==> src/fnec_pkg.sv <==
// shared types, codes and constants for the float near-equal compare block
// no dependencies

package fnec_pkg;

  localparam logic [1:0] MODE_NEAR = 2'd0;
  localparam logic [1:0] MODE_GE   = 2'd1;
  localparam logic [1:0] MODE_LE   = 2'd2;

  localparam logic [31:0] EPS_RESET    = 32'h3400_0000;
  localparam logic [30:0] INF_MAG      = 31'h7F80_0000;
  localparam logic [30:0] FLT_MAX_MAG  = 31'h7F7F_FFFF;
  localparam int          QUEUE_DEPTH_DEF = 4;

  typedef struct packed {
    logic        nan;
    logic        inf;
    logic        eq;
    logic        gt;
    logic        lt;
    logic        use_abs;
    logic        opp;
    logic [1:0]  mode;
    logic [7:0]  ex;
    logic [23:0] sx;
    logic [7:0]  ey;
    logic [23:0] sy;
  } fnec_item_t;

endpackage

==> src/fnec_front.sv <==
// front end: takes operand transactions, classifies them and orders the magnitudes
// depends on fnec_pkg

module fnec_front (
  input  logic                 clk,
  input  logic                 rst_n,
  input  logic                 in_valid,
  output logic                 in_ready,
  input  logic [1:0]           in_mode,
  input  logic [31:0]          in_a,
  input  logic [31:0]          in_b,
  output logic                 item_valid,
  input  logic                 item_ready,
  output fnec_pkg::fnec_item_t item
);
  import fnec_pkg::*;

  logic       valid_r;
  fnec_item_t item_r;
  fnec_item_t item_nxt;

  logic [7:0]  ea, eb;
  logic [22:0] fa, fb;
  logic        nan_a, nan_b, inf_a, inf_b, zero_a, zero_b, a_ge;
  logic [23:0] frac_sum;

  always_comb begin
    ea = in_a[30:23];
    eb = in_b[30:23];
    fa = in_a[22:0];
    fb = in_b[22:0];
    nan_a  = (ea == 8'hFF) && (fa != 23'd0);
    nan_b  = (eb == 8'hFF) && (fb != 23'd0);
    inf_a  = (ea == 8'hFF) && (fa == 23'd0);
    inf_b  = (eb == 8'hFF) && (fb == 23'd0);
    zero_a = (in_a[30:0] == 31'd0);
    zero_b = (in_b[30:0] == 31'd0);
    a_ge   = (in_a[30:0] >= in_b[30:0]);
    frac_sum = {1'b0, fa} + {1'b0, fb};

    item_nxt.nan  = nan_a || nan_b;
    item_nxt.inf  = inf_a || inf_b;
    item_nxt.eq   = !item_nxt.nan && ((in_a == in_b) || (zero_a && zero_b));
    if (in_a[31] != in_b[31]) begin
      item_nxt.gt = !in_a[31];
    end else if (in_a[31]) begin
      item_nxt.gt = (in_a[30:0] < in_b[30:0]);
    end else begin
      item_nxt.gt = (in_a[30:0] > in_b[30:0]);
    end
    item_nxt.gt = item_nxt.gt && !item_nxt.nan && !item_nxt.eq;
    item_nxt.lt = !item_nxt.gt && !item_nxt.nan && !item_nxt.eq;
    item_nxt.use_abs = zero_a || zero_b ||
                       ((ea == 8'd0) && (eb == 8'd0) && !frac_sum[23]);
    item_nxt.opp  = in_a[31] ^ in_b[31];
    item_nxt.mode = in_mode;
    if (a_ge) begin
      item_nxt.ex = (ea == 8'd0) ? 8'd1 : ea;
      item_nxt.sx = {ea != 8'd0, fa};
      item_nxt.ey = (eb == 8'd0) ? 8'd1 : eb;
      item_nxt.sy = {eb != 8'd0, fb};
    end else begin
      item_nxt.ex = (eb == 8'd0) ? 8'd1 : eb;
      item_nxt.sx = {eb != 8'd0, fb};
      item_nxt.ey = (ea == 8'd0) ? 8'd1 : ea;
      item_nxt.sy = {ea != 8'd0, fa};
    end
  end

  assign in_ready   = !valid_r || item_ready;
  assign item_valid = valid_r;
  assign item       = item_r;

  always_ff @(posedge clk) begin
    if (!rst_n) begin
      valid_r <= 1'b0;
    end else if (in_ready) begin
      valid_r <= in_valid;
    end
  end

  always_ff @(posedge clk) begin
    if (in_ready && in_valid) begin
      item_r <= item_nxt;
    end
  end

endmodule

==> src/fnec_queue.sv <==
// short queue between front and back ends
// depends on fnec_pkg

module fnec_queue #(
  parameter int DEPTH = fnec_pkg::QUEUE_DEPTH_DEF
) (
  input  logic                 clk,
  input  logic                 rst_n,
  input  logic                 push_valid,
  output logic                 push_ready,
  input  fnec_pkg::fnec_item_t push_item,
  output logic                 pop_valid,
  input  logic                 pop_ready,
  output fnec_pkg::fnec_item_t pop_item
);
  import fnec_pkg::*;

  localparam int AW = (DEPTH > 1) ? $clog2(DEPTH) : 1;
  localparam int CW = $clog2(DEPTH + 1);
  localparam logic [AW-1:0] LAST = AW'(DEPTH - 1);
  localparam logic [CW-1:0] FULL = CW'(DEPTH);

  fnec_item_t      mem [DEPTH];
  logic [AW-1:0]   wr_ptr_r, rd_ptr_r;
  logic [CW-1:0]   count_r, count_nxt;
  logic            do_push, do_pop;

  assign push_ready = (count_r != FULL);
  assign pop_valid  = (count_r != '0);
  assign pop_item   = mem[rd_ptr_r];
  assign do_push    = push_valid && push_ready;
  assign do_pop     = pop_valid && pop_ready;

  always_comb begin
    count_nxt = count_r;
    if (do_push && !do_pop) begin
      count_nxt = count_r + CW'(1);
    end else if (do_pop && !do_push) begin
      count_nxt = count_r - CW'(1);
    end
  end

  always_ff @(posedge clk) begin
    if (!rst_n) begin
      wr_ptr_r <= '0;
      rd_ptr_r <= '0;
      count_r  <= '0;
    end else begin
      count_r <= count_nxt;
      if (do_push) begin
        wr_ptr_r <= (wr_ptr_r == LAST) ? '0 : wr_ptr_r + AW'(1);
      end
      if (do_pop) begin
        rd_ptr_r <= (rd_ptr_r == LAST) ? '0 : rd_ptr_r + AW'(1);
      end
    end
  end

  always_ff @(posedge clk) begin
    if (do_push) begin
      mem[wr_ptr_r] <= push_item;
    end
  end

endmodule

==> src/fnec_back.sv <==
// back end: tolerance register, magnitude add and subtract, rounding and the tolerance test
// depends on fnec_pkg

module fnec_back (
  input  logic                 clk,
  input  logic                 rst_n,
  input  logic                 cfg_valid,
  output logic                 cfg_ready,
  input  logic [31:0]          cfg_data,
  input  logic                 item_valid,
  output logic                 item_ready,
  input  fnec_pkg::fnec_item_t item,
  output logic                 out_valid,
  input  logic                 out_ready,
  output logic                 out_verdict
);
  import fnec_pkg::*;

  typedef struct packed {
    logic [8:0]  field;
    logic [26:0] n;
  } norm_t;

  function automatic norm_t norm(input logic [27:0] m, input logic [7:0] ex);
    norm_t      r;
    logic [4:0] p;
    logic [4:0] sh_n;
    logic [7:0] sh_s;
    logic [4:0] sh;
    logic [8:0] e_n;
    p = '0;
    for (int i = 0; i < 27; i++) begin
      if (m[i]) p = 5'(i);
    end
    if (m[27]) begin
      r.n     = {m[27:2], m[1] | m[0]};
      r.field = {1'b0, ex} + 9'd1;
    end else begin
      sh_n    = 5'd26 - p;
      sh_s    = ex - 8'd1;
      sh      = ({3'b0, sh_n} <= sh_s) ? sh_n : sh_s[4:0];
      r.n     = m[26:0] << sh;
      e_n     = {1'b0, ex} + {4'b0, p} - 9'd26;
      r.field = r.n[26] ? e_n : 9'd0;
    end
    return r;
  endfunction

  function automatic logic [30:0] rnd(input norm_t x);
    logic        up;
    logic [30:0] pat;
    up = x.n[2] & (x.n[3] | x.n[1] | x.n[0]);
    if (x.field >= 9'd255) begin
      pat = INF_MAG;
    end else begin
      pat = {x.field[7:0], x.n[25:3]} + 31'(up);
    end
    return pat;
  endfunction

  // tolerance register and the constants derived from it
  logic [31:0] eps_r;
  logic        d_rel_all_r, d_rel_none_r, d_le_r;
  logic [25:0] d_mm_r;
  logic [7:0]  d_ee_r;
  logic [30:0] d_tol_r;

  logic [7:0]  eps_e, eps_ee;
  logic [23:0] eps_sig;
  logic        eps_pos;
  logic [7:0]  tol_r8;
  logic [48:0] tol_w;
  logic [23:0] tol_n;
  logic        tol_up;
  logic [30:0] tol_nxt;
  logic [25:0] mm_nxt;

  assign cfg_ready = 1'b1;

  always_comb begin
    eps_e   = eps_r[30:23];
    eps_ee  = (eps_e == 8'd0) ? 8'd1 : eps_e;
    eps_sig = {eps_e != 8'd0, eps_r[22:0]};
    eps_pos = !eps_r[31] && (eps_r[30:0] != 31'd0) &&
              !((eps_e == 8'hFF) && (eps_r[22:0] != 23'd0));
    if ((eps_r[22:0] == 23'd0) && (eps_e >= 8'd2)) begin
      mm_nxt = {eps_sig, 2'b00} - 26'd1;
    end else begin
      mm_nxt = {eps_sig, 2'b00} - 26'd2;
    end
    tol_r8 = 8'd127 - eps_ee;
    tol_w  = {eps_sig, 25'b0} >> tol_r8[4:0];
    tol_n  = tol_w[48:25];
    tol_up = tol_w[24] & (tol_n[0] | (|tol_w[23:0]));
    if (!eps_pos) begin
      tol_nxt = '0;
    end else if (eps_e == 8'hFF) begin
      tol_nxt = INF_MAG;
    end else if (eps_e > 8'd126) begin
      tol_nxt = {eps_e - 8'd126, eps_r[22:0]};
    end else if (tol_r8 > 8'd25) begin
      tol_nxt = '0;
    end else begin
      tol_nxt = {7'b0, tol_n} + 31'(tol_up);
    end
  end

  always_ff @(posedge clk) begin
    if (!rst_n) begin
      eps_r <= EPS_RESET;
    end else if (cfg_valid) begin
      eps_r <= cfg_data;
    end
  end

  always_ff @(posedge clk) begin
    d_rel_all_r  <= eps_pos && (eps_e >= 8'd128);
    d_rel_none_r <= !eps_pos;
    d_le_r       <= eps_r[0];
    d_mm_r       <= mm_nxt;
    d_ee_r       <= eps_ee;
    d_tol_r      <= tol_nxt;
  end

  // pipeline
  logic en;
  logic s1_v_r, s2_v_r, s3_v_r, s4_v_r, out_valid_r, out_verdict_r;
  fnec_item_t s1_c_r, s2_c_r, s3_c_r, s4_c_r;

  logic [27:0] s1_sum_r;
  logic [26:0] s1_dif_r;
  norm_t       s2_sum_r, s2_dif_r;
  logic [30:0] s3_sum_r, s3_diff_r;
  logic [49:0] s4_prod_r;
  logic [23:0] s4_sd_r;
  logic signed [10:0] s4_t_r;
  logic        s4_abs_r, s4_dinf_r;

  assign en         = !out_valid_r || out_ready;
  assign item_ready = en;
  assign out_valid  = out_valid_r;
  assign out_verdict = out_verdict_r;

  // stage 1: alignment and add/subtract of magnitudes
  logic [7:0]  al_d;
  logic [4:0]  al_sh;
  logic [53:0] al_w;
  logic [26:0] al_x, al_y;

  always_comb begin
    al_d  = item.ex - item.ey;
    al_sh = (al_d > 8'd27) ? 5'd27 : al_d[4:0];
    al_w  = {item.sy, 3'b000, 27'b0} >> al_sh;
    al_x  = {item.sx, 3'b000};
    al_y  = {al_w[53:28], al_w[27] | (|al_w[26:0])};
  end

  // stage 4 inputs
  logic [30:0] lim;
  logic [23:0] sl, sd;
  logic [7:0]  ed;
  logic signed [10:0] t_nxt;

  always_comb begin
    lim   = (s3_sum_r >= INF_MAG) ? FLT_MAX_MAG : s3_sum_r;
    sl    = {lim[30:23] != 8'd0, lim[22:0]};
    sd    = {s3_diff_r[30:23] != 8'd0, s3_diff_r[22:0]};
    ed    = (s3_diff_r[30:23] == 8'd0) ? 8'd1 : s3_diff_r[30:23];
    t_nxt = $signed({3'b0, ed}) - $signed({3'b0, d_ee_r}) + 11'sd152
            - $signed({3'b0, lim[30:23]});
  end

  // stage 5: relative test and verdict
  logic [74:0] a_sh, r_ext;
  logic        cmp, rel_ok, near, verdict_nxt;

  always_comb begin
    a_sh  = {51'b0, s4_sd_r} << s4_t_r[5:0];
    r_ext = {25'b0, s4_prod_r};
    if (s4_t_r <= 11'sd0) begin
      cmp = 1'b1;
    end else if (s4_t_r >= 11'sd51) begin
      cmp = 1'b0;
    end else begin
      cmp = (a_sh < r_ext) || (d_le_r && (a_sh == r_ext));
    end
    rel_ok = !s4_dinf_r && (d_rel_all_r || (!d_rel_none_r && cmp));
    near   = s4_c_r.eq || (!s4_c_r.nan && !s4_c_r.inf &&
                           (s4_c_r.use_abs ? s4_abs_r : rel_ok));
    verdict_nxt = near || ((s4_c_r.mode == MODE_GE) && s4_c_r.gt) ||
                  ((s4_c_r.mode == MODE_LE) && s4_c_r.lt);
  end

  always_ff @(posedge clk) begin
    if (!rst_n) begin
      s1_v_r      <= 1'b0;
      s2_v_r      <= 1'b0;
      s3_v_r      <= 1'b0;
      s4_v_r      <= 1'b0;
      out_valid_r <= 1'b0;
    end else if (en) begin
      s1_v_r      <= item_valid;
      s2_v_r      <= s1_v_r;
      s3_v_r      <= s2_v_r;
      s4_v_r      <= s3_v_r;
      out_valid_r <= s4_v_r;
    end
  end

  always_ff @(posedge clk) begin
    if (en) begin
      s1_c_r    <= item;
      s1_sum_r  <= {1'b0, al_x} + {1'b0, al_y};
      s1_dif_r  <= al_x - al_y;
      s2_c_r    <= s1_c_r;
      s2_sum_r  <= norm(s1_sum_r, s1_c_r.ex);
      s2_dif_r  <= norm({1'b0, s1_dif_r}, s1_c_r.ex);
      s3_c_r    <= s2_c_r;
      s3_sum_r  <= rnd(s2_sum_r);
      s3_diff_r <= s2_c_r.opp ? rnd(s2_sum_r) : rnd(s2_dif_r);
      s4_c_r    <= s3_c_r;
      s4_prod_r <= d_mm_r * sl;
      s4_sd_r   <= sd;
      s4_t_r    <= t_nxt;
      s4_abs_r  <= (s3_diff_r < d_tol_r);
      s4_dinf_r <= (s3_diff_r >= INF_MAG);
      out_verdict_r <= verdict_nxt;
    end
  end

  assert property (@(posedge clk) disable iff (!rst_n)
    (en && s4_v_r && s4_c_r.nan) |=> !out_verdict_r)
    else $error("nan operand gave a true verdict");

  assert property (@(posedge clk) disable iff (!rst_n)
    (en && s4_v_r && s4_c_r.eq) |=> out_verdict_r)
    else $error("equal operands gave a false verdict");

  assert property (@(posedge clk) disable iff (!rst_n)
    (en && s4_v_r && s4_c_r.gt && (s4_c_r.mode == MODE_GE)) |=> out_verdict_r)
    else $error("greater operand failed greater-or-near mode");

endmodule

==> src/float_near_equal_compare.sv <==
// top level of the float near-equal compare block
// depends on fnec_pkg, fnec_front, fnec_queue and fnec_back

// Compares two single-precision operands for near-equality (or greater/less-or-near
// per mode) against a tolerance held in one register (reset 2^-23), relative except
// near zero, and returns one flag per operand transaction. One transaction is
// accepted every clock cycle while the queue has room; the classify register
// loads at the accepting edge, followed by the queue, the four back-end stages
// (align, normalise, round, multiply) and the output register. The queue lets the
// input side keep accepting while a result waits.

module float_near_equal_compare #(
  parameter int QUEUE_DEPTH = fnec_pkg::QUEUE_DEPTH_DEF
) (
  input  logic        clk,
  input  logic        rst_n,
  input  logic        in_tvalid,
  output logic        in_tready,
  input  logic [63:0] in_tdata,   // b_bits [63:32], a_bits [31:0]
  input  logic [1:0]  in_tuser,   // mode
  output logic        out_tvalid,
  input  logic        out_tready,
  output logic [7:0]  out_tdata,  // zero fill, verdict in bit 0
  input  logic        cfg_valid,
  output logic        cfg_ready,
  input  logic [31:0] cfg_data
);
  import fnec_pkg::*;

  fnec_item_t f_item, q_item;
  logic       f_valid, f_ready, q_valid, q_ready, verdict;

  fnec_front u_front (
    .clk        (clk),
    .rst_n      (rst_n),
    .in_valid   (in_tvalid),
    .in_ready   (in_tready),
    .in_mode    (in_tuser),
    .in_a       (in_tdata[31:0]),
    .in_b       (in_tdata[63:32]),
    .item_valid (f_valid),
    .item_ready (f_ready),
    .item       (f_item)
  );

  fnec_queue #(.DEPTH(QUEUE_DEPTH)) u_queue (
    .clk        (clk),
    .rst_n      (rst_n),
    .push_valid (f_valid),
    .push_ready (f_ready),
    .push_item  (f_item),
    .pop_valid  (q_valid),
    .pop_ready  (q_ready),
    .pop_item   (q_item)
  );

  fnec_back u_back (
    .clk         (clk),
    .rst_n       (rst_n),
    .cfg_valid   (cfg_valid),
    .cfg_ready   (cfg_ready),
    .cfg_data    (cfg_data),
    .item_valid  (q_valid),
    .item_ready  (q_ready),
    .item        (q_item),
    .out_valid   (out_tvalid),
    .out_ready   (out_tready),
    .out_verdict (verdict)
  );

  assign out_tdata = {7'b0, verdict};

endmodule
==> config.mk <==
export PLATFORM = sky130hd
export DESIGN_NAME = float_near_equal_compare
export DESIGN_NICKNAME = d
export VERILOG_FILES = /design/src/fnec_pkg.sv /design/src/fnec_front.sv /design/src/fnec_queue.sv /design/src/fnec_back.sv /design/src/float_near_equal_compare.sv
export SDC_FILE = /design/constraint.sdc
export NUM_CORES = 2
export LEC_CHECK = 0
export ABC_CLOCK_PERIOD_IN_PS = 15100
export BUFFER_PORTS_ARGS = -buffer_cell sky130_fd_sc_hd__buf_2
export CORE_MARGIN = 5
export CORE_UTILIZATION = 38
export CTS_BUF_LIST = sky130_fd_sc_hd__clkbuf_8
export CTS_CLUSTER_SIZE = 28
export DETAILED_ROUTE_END_ITERATION = 10
export GPL_TIMING_DRIVEN = 1
export PLACE_DENSITY = 0.59
export SKIP_CTS_REPAIR_TIMING = 1
export SKIP_LAST_GASP = 1
export SLEW_MARGIN = 20
export SYNTH_ARGS = -nofsm -noshare
export SYNTH_HDL_FRONTEND = slang
export SYNTH_HIERARCHICAL = 1
export SYNTH_SLANG_ARGS = --single-unit
export TNS_END_PERCENT = 30
==> constraint.sdc <==
create_clock -name clk -period 15.1 [get_ports clk]
set_input_delay 1.51 -clock clk [delete_from_list [all_inputs] [get_ports clk]]
set_output_delay 1.51 -clock clk [all_outputs]
set_load 0.01 [all_outputs]
==> summary.md <==
| Metric | Value |
|---|---|
| Run status | `complete, no violations` |
| Post-synth EDFFs | `681` |
| Fmax achieved | `99.18 MHz` |
| Min Tclk post-route | `10.08 ns` |
| Slowest Stage Delay on Critical Path | `0.80 ns` |
| Dpl cells | `8729` |
| P&R area growth vs syn | `7.755%` |
| Wire per inst | `20.02 um` |
| Relative slew slack | `26.53%` |
| Fill cells | `17059` |
| Port bufs | `105` |
| Cell taking the most area after synthesis | `edfxtp_1` |
| Most used cell, CP | `a21oi_1` |
| CTS Buf Count | `134` |
| # DRC | `0` |
| # IOs | `114` |
| Main synth FF type | `edfxtp_1` |
| Row cnt | `154` |
| Die width | `430.9 um` |
| Vias per inst | `5.327` |
| Worst hold path type | `reg2reg` |
| Hold Crit Depth | `0` |
| Crit end category | `register` |
| Area post-placement | `0.06991 mm2` |
| Clock sink count | `795` |
| Final TNS setup | `0 ns` |
| Ys async rst share | `0%` |
| Post-Synthesis Cells | `6588` |
| CTS tree | `built` |
| Worst-margin pin slew | `1.102 ns` |
| Antenna-violating nets left | `0` |
| Starting Density | `38.23%` |
| Global-route wire length before repair | `286700 um` |
| Clock tree buffer depth | `3` |
| Final GP Congestion | `0.9044` |
| Average cell area after synthesis | `10.22 um2` |
| Fin cells | `8970` |
| Setup CP Type | `reg2reg` |
| Initial drt markers | `3221` |
| CP Launch Type | `register` |
| Nets | `7601` |
| Clock skew | `0.03711 ns` |
| Setup slack after layout | `5.017 ns` |
| Register area share after synthesis | `33.76%` |
| Htree depth | `4` |
| Area share of the largest cell type after synthesis | `30.37%` |
| DP Wirelength | `136600 um` |
| Core Footprint | `0.1761 mm2` |
| Max-Cap Viols | `0` |
| Initial antenna violation count | `5` |
| CP Max Fanout | `40` |
| Vias | `47786` |
| Mapped Area | `0.06733 mm2` |
| Crit path DAT | `10.69 ns` |
| Largest net degree at the start of global routing | `73` |
| Final WL | `179600 um` |
| Final number of setup-violating endpoints | `0` |
| Skew-Pair Late Insertion Delay | `0.86 ns` |
| Worst R2R Path Depth | `29` |
| Pins Over Slew Limit | `0` |
| Period utilisation layout | `66.77%` |
| First-pass DRT Iterations | `6` |
| Seq cells post-synth | `795` |
| Vias in the first global route | `49928` |
| Number of different library cells in the post-synthesis netlist | `106` |
| Ranking of synthesized cells by area | `edfxtp_1 30%, fa_1 16%, ha_1 8.2%` |
| Clk root buf | `clkbuf_8` |
| GR Overflow Total | `0` |
| Cell area after layout | `0.07255 mm2` |
| Die area | `0.1857 mm2` |
| Slowest cell on the critical path | `dfxtp_4` |
| Worst Path Required | `15.70 ns` |
| Die height | `430.9 um` |
| Hold Vio Cnt, Final | `0` |
| RSZ-0062 raised after global routing | `false` |
| Clock-pin slew on the worst setup and hold paths | `0.07 ns` |
| Setup WS pre-CTS | `4.864 ns` |
| Synthesis Warnings | `6` |
| GR Util All Layers | `19.42%` |
| Ratio of cells with drive above 1 in the final layout | `9.988%` |
-- logic make-up (layout without fill, tap and decap cells) --
kind of cell,count (synthesis),count (layout),synth area share [%]
xor gates and xnor gates,231,231,3.005
and+or+nand+nor,1956,1956,13.96
adders and majority gates,973,973,24.02
other,2,10,0.01115
buffers and inverters,1253,1287,7.212
AOI/OAI and AO/OA,972,972,9.702
DFF,795,795,33.76
muxes,406,406,8.327
-- cell usage in the layout (no fill, tap or decap), types with 88 or more instances in the layout --
| cell | n |
|---|---|
| fa_1 | 532 |
| clkbuf_8 | 142 |
| nor2_1 | 355 |
| nand3_1 | 134 |
| inv_1 | 889 |
| ha_1 | 440 |
| mux4_2 | 100 |
| mux2i_1 | 210 |
| nor2b_1 | 93 |
| dfxtp_1 | 112 |
| o21ai_0 | 152 |
| edfxtp_1 | 681 |
| and2_1 | 243 |
| xnor2_1 | 144 |
| buf_2 | 105 |
| a21oi_1 | 252 |
| nor3_1 | 88 |
| nand2_1 | 721 |
| buf_4 | 88 |
-- worst max-delay path, delay by kind of cell, from the launching register on --
kind	cells	cell delay [ns]
buf+inv	1	0.76
flops	1	0.80
compound gates	20	5.80
xor+xnor	1	0.09
simple gates	4	1.02
mux	1	0.65
fa+ha+maj	2	0.69
-- final cells by class --
| class | count | area [um2] | area share, % |
|---|---|---|---|
| Clock inverter | 97 | 683.2 | 0.9416 |
| Inverter | 855 | 3209 | 4.424 |
| Multi-Input combinational cell | 4546 | 39850 | 54.92 |
| Clock buffer | 142 | 1954 | 2.694 |
| Antenna cell | 2 | 5.005 | 0.006898 |
| Sequential cell | 795 | 22740 | 31.34 |
| Tap cell | 2340 | 2928 | 4.036 |
| Timing Repair Buffer | 193 | 1186 | 1.635 |
-- sequential cells by signal, indices dropped and copies added, names as in the netlist, 31 cells and up, named ones only --
name              count
u_back/d_tol_r       31
u_back/eps_r         32
u_back/s2_dif_r      35
u_back/s2_sum_r      35
u_back/s3_diff_r     31
u_back/s3_sum_r      31
u_back/s4_prod_r     50
u_front/item         73
u_queue/mem         292
-- per-layer routing --
metal / vias to the layer above / track usage, % / routed length, um
li1: 22396 / - / -
met1: 23803 / 24.80 / 76010
met2: 1255 / 33.76 / 89080
met3: 332 / 2.600 / 7735
met4: 0 / 7.055 / 6734
met5: - / 0 / 0
-- cells in the mapped netlist (all sizes together), types with 24 or more instances --
| cell type | n |
|---|---|
| a211oi | 42 |
| a21o | 68 |
| a21oi | 253 |
| a22oi | 24 |
| a31oi | 48 |
| and2 | 246 |
| and3 | 42 |
| buf | 77 |
| clkbuf | 321 |
| dfxtp | 114 |
| edfxtp | 681 |
| fa | 533 |
| ha | 440 |
| inv | 854 |
| mux2 | 95 |
| mux2i | 211 |
| mux4 | 100 |
| nand2 | 723 |
| nand2b | 51 |
| nand3 | 134 |
| nand4 | 49 |
| nor2 | 356 |
| nor2b | 93 |
| nor3 | 90 |
| nor4 | 47 |
| o211ai | 62 |
| o21a | 29 |
| o21ai | 162 |
| o21bai | 42 |
| o22ai | 24 |
| o31ai | 37 |
| or2 | 43 |
| or3 | 27 |
| xnor2 | 144 |
| xor2 | 87 |
-- final timing paths --
check,end,startpoint,slack (ns)
max reg2reg,u_back/s1_sum_r[26],register,5.02
min reg2reg,u_back/d_ee_r[6],u_back/eps_r[29],0.41
min,u_back/d_ee_r[6],u_back/eps_r[29],0.41
max,u_back/s1_sum_r[26],register,5.02
-- metrics by stage --
step / util, % / hold WS [ns]
global placement: 39.69 / 0.3965
finish: 41.20 / 0.4096
floorplan: - / 0.4003
global route: 41.20 / 0.4209
CTS: 41.19 / 0.4092
detailed placement: 39.69 / 0.4045
Power is left out: the tool's default activity adds up to more than one toggle a clock period on the data nets, which glitch-free logic cannot reach.
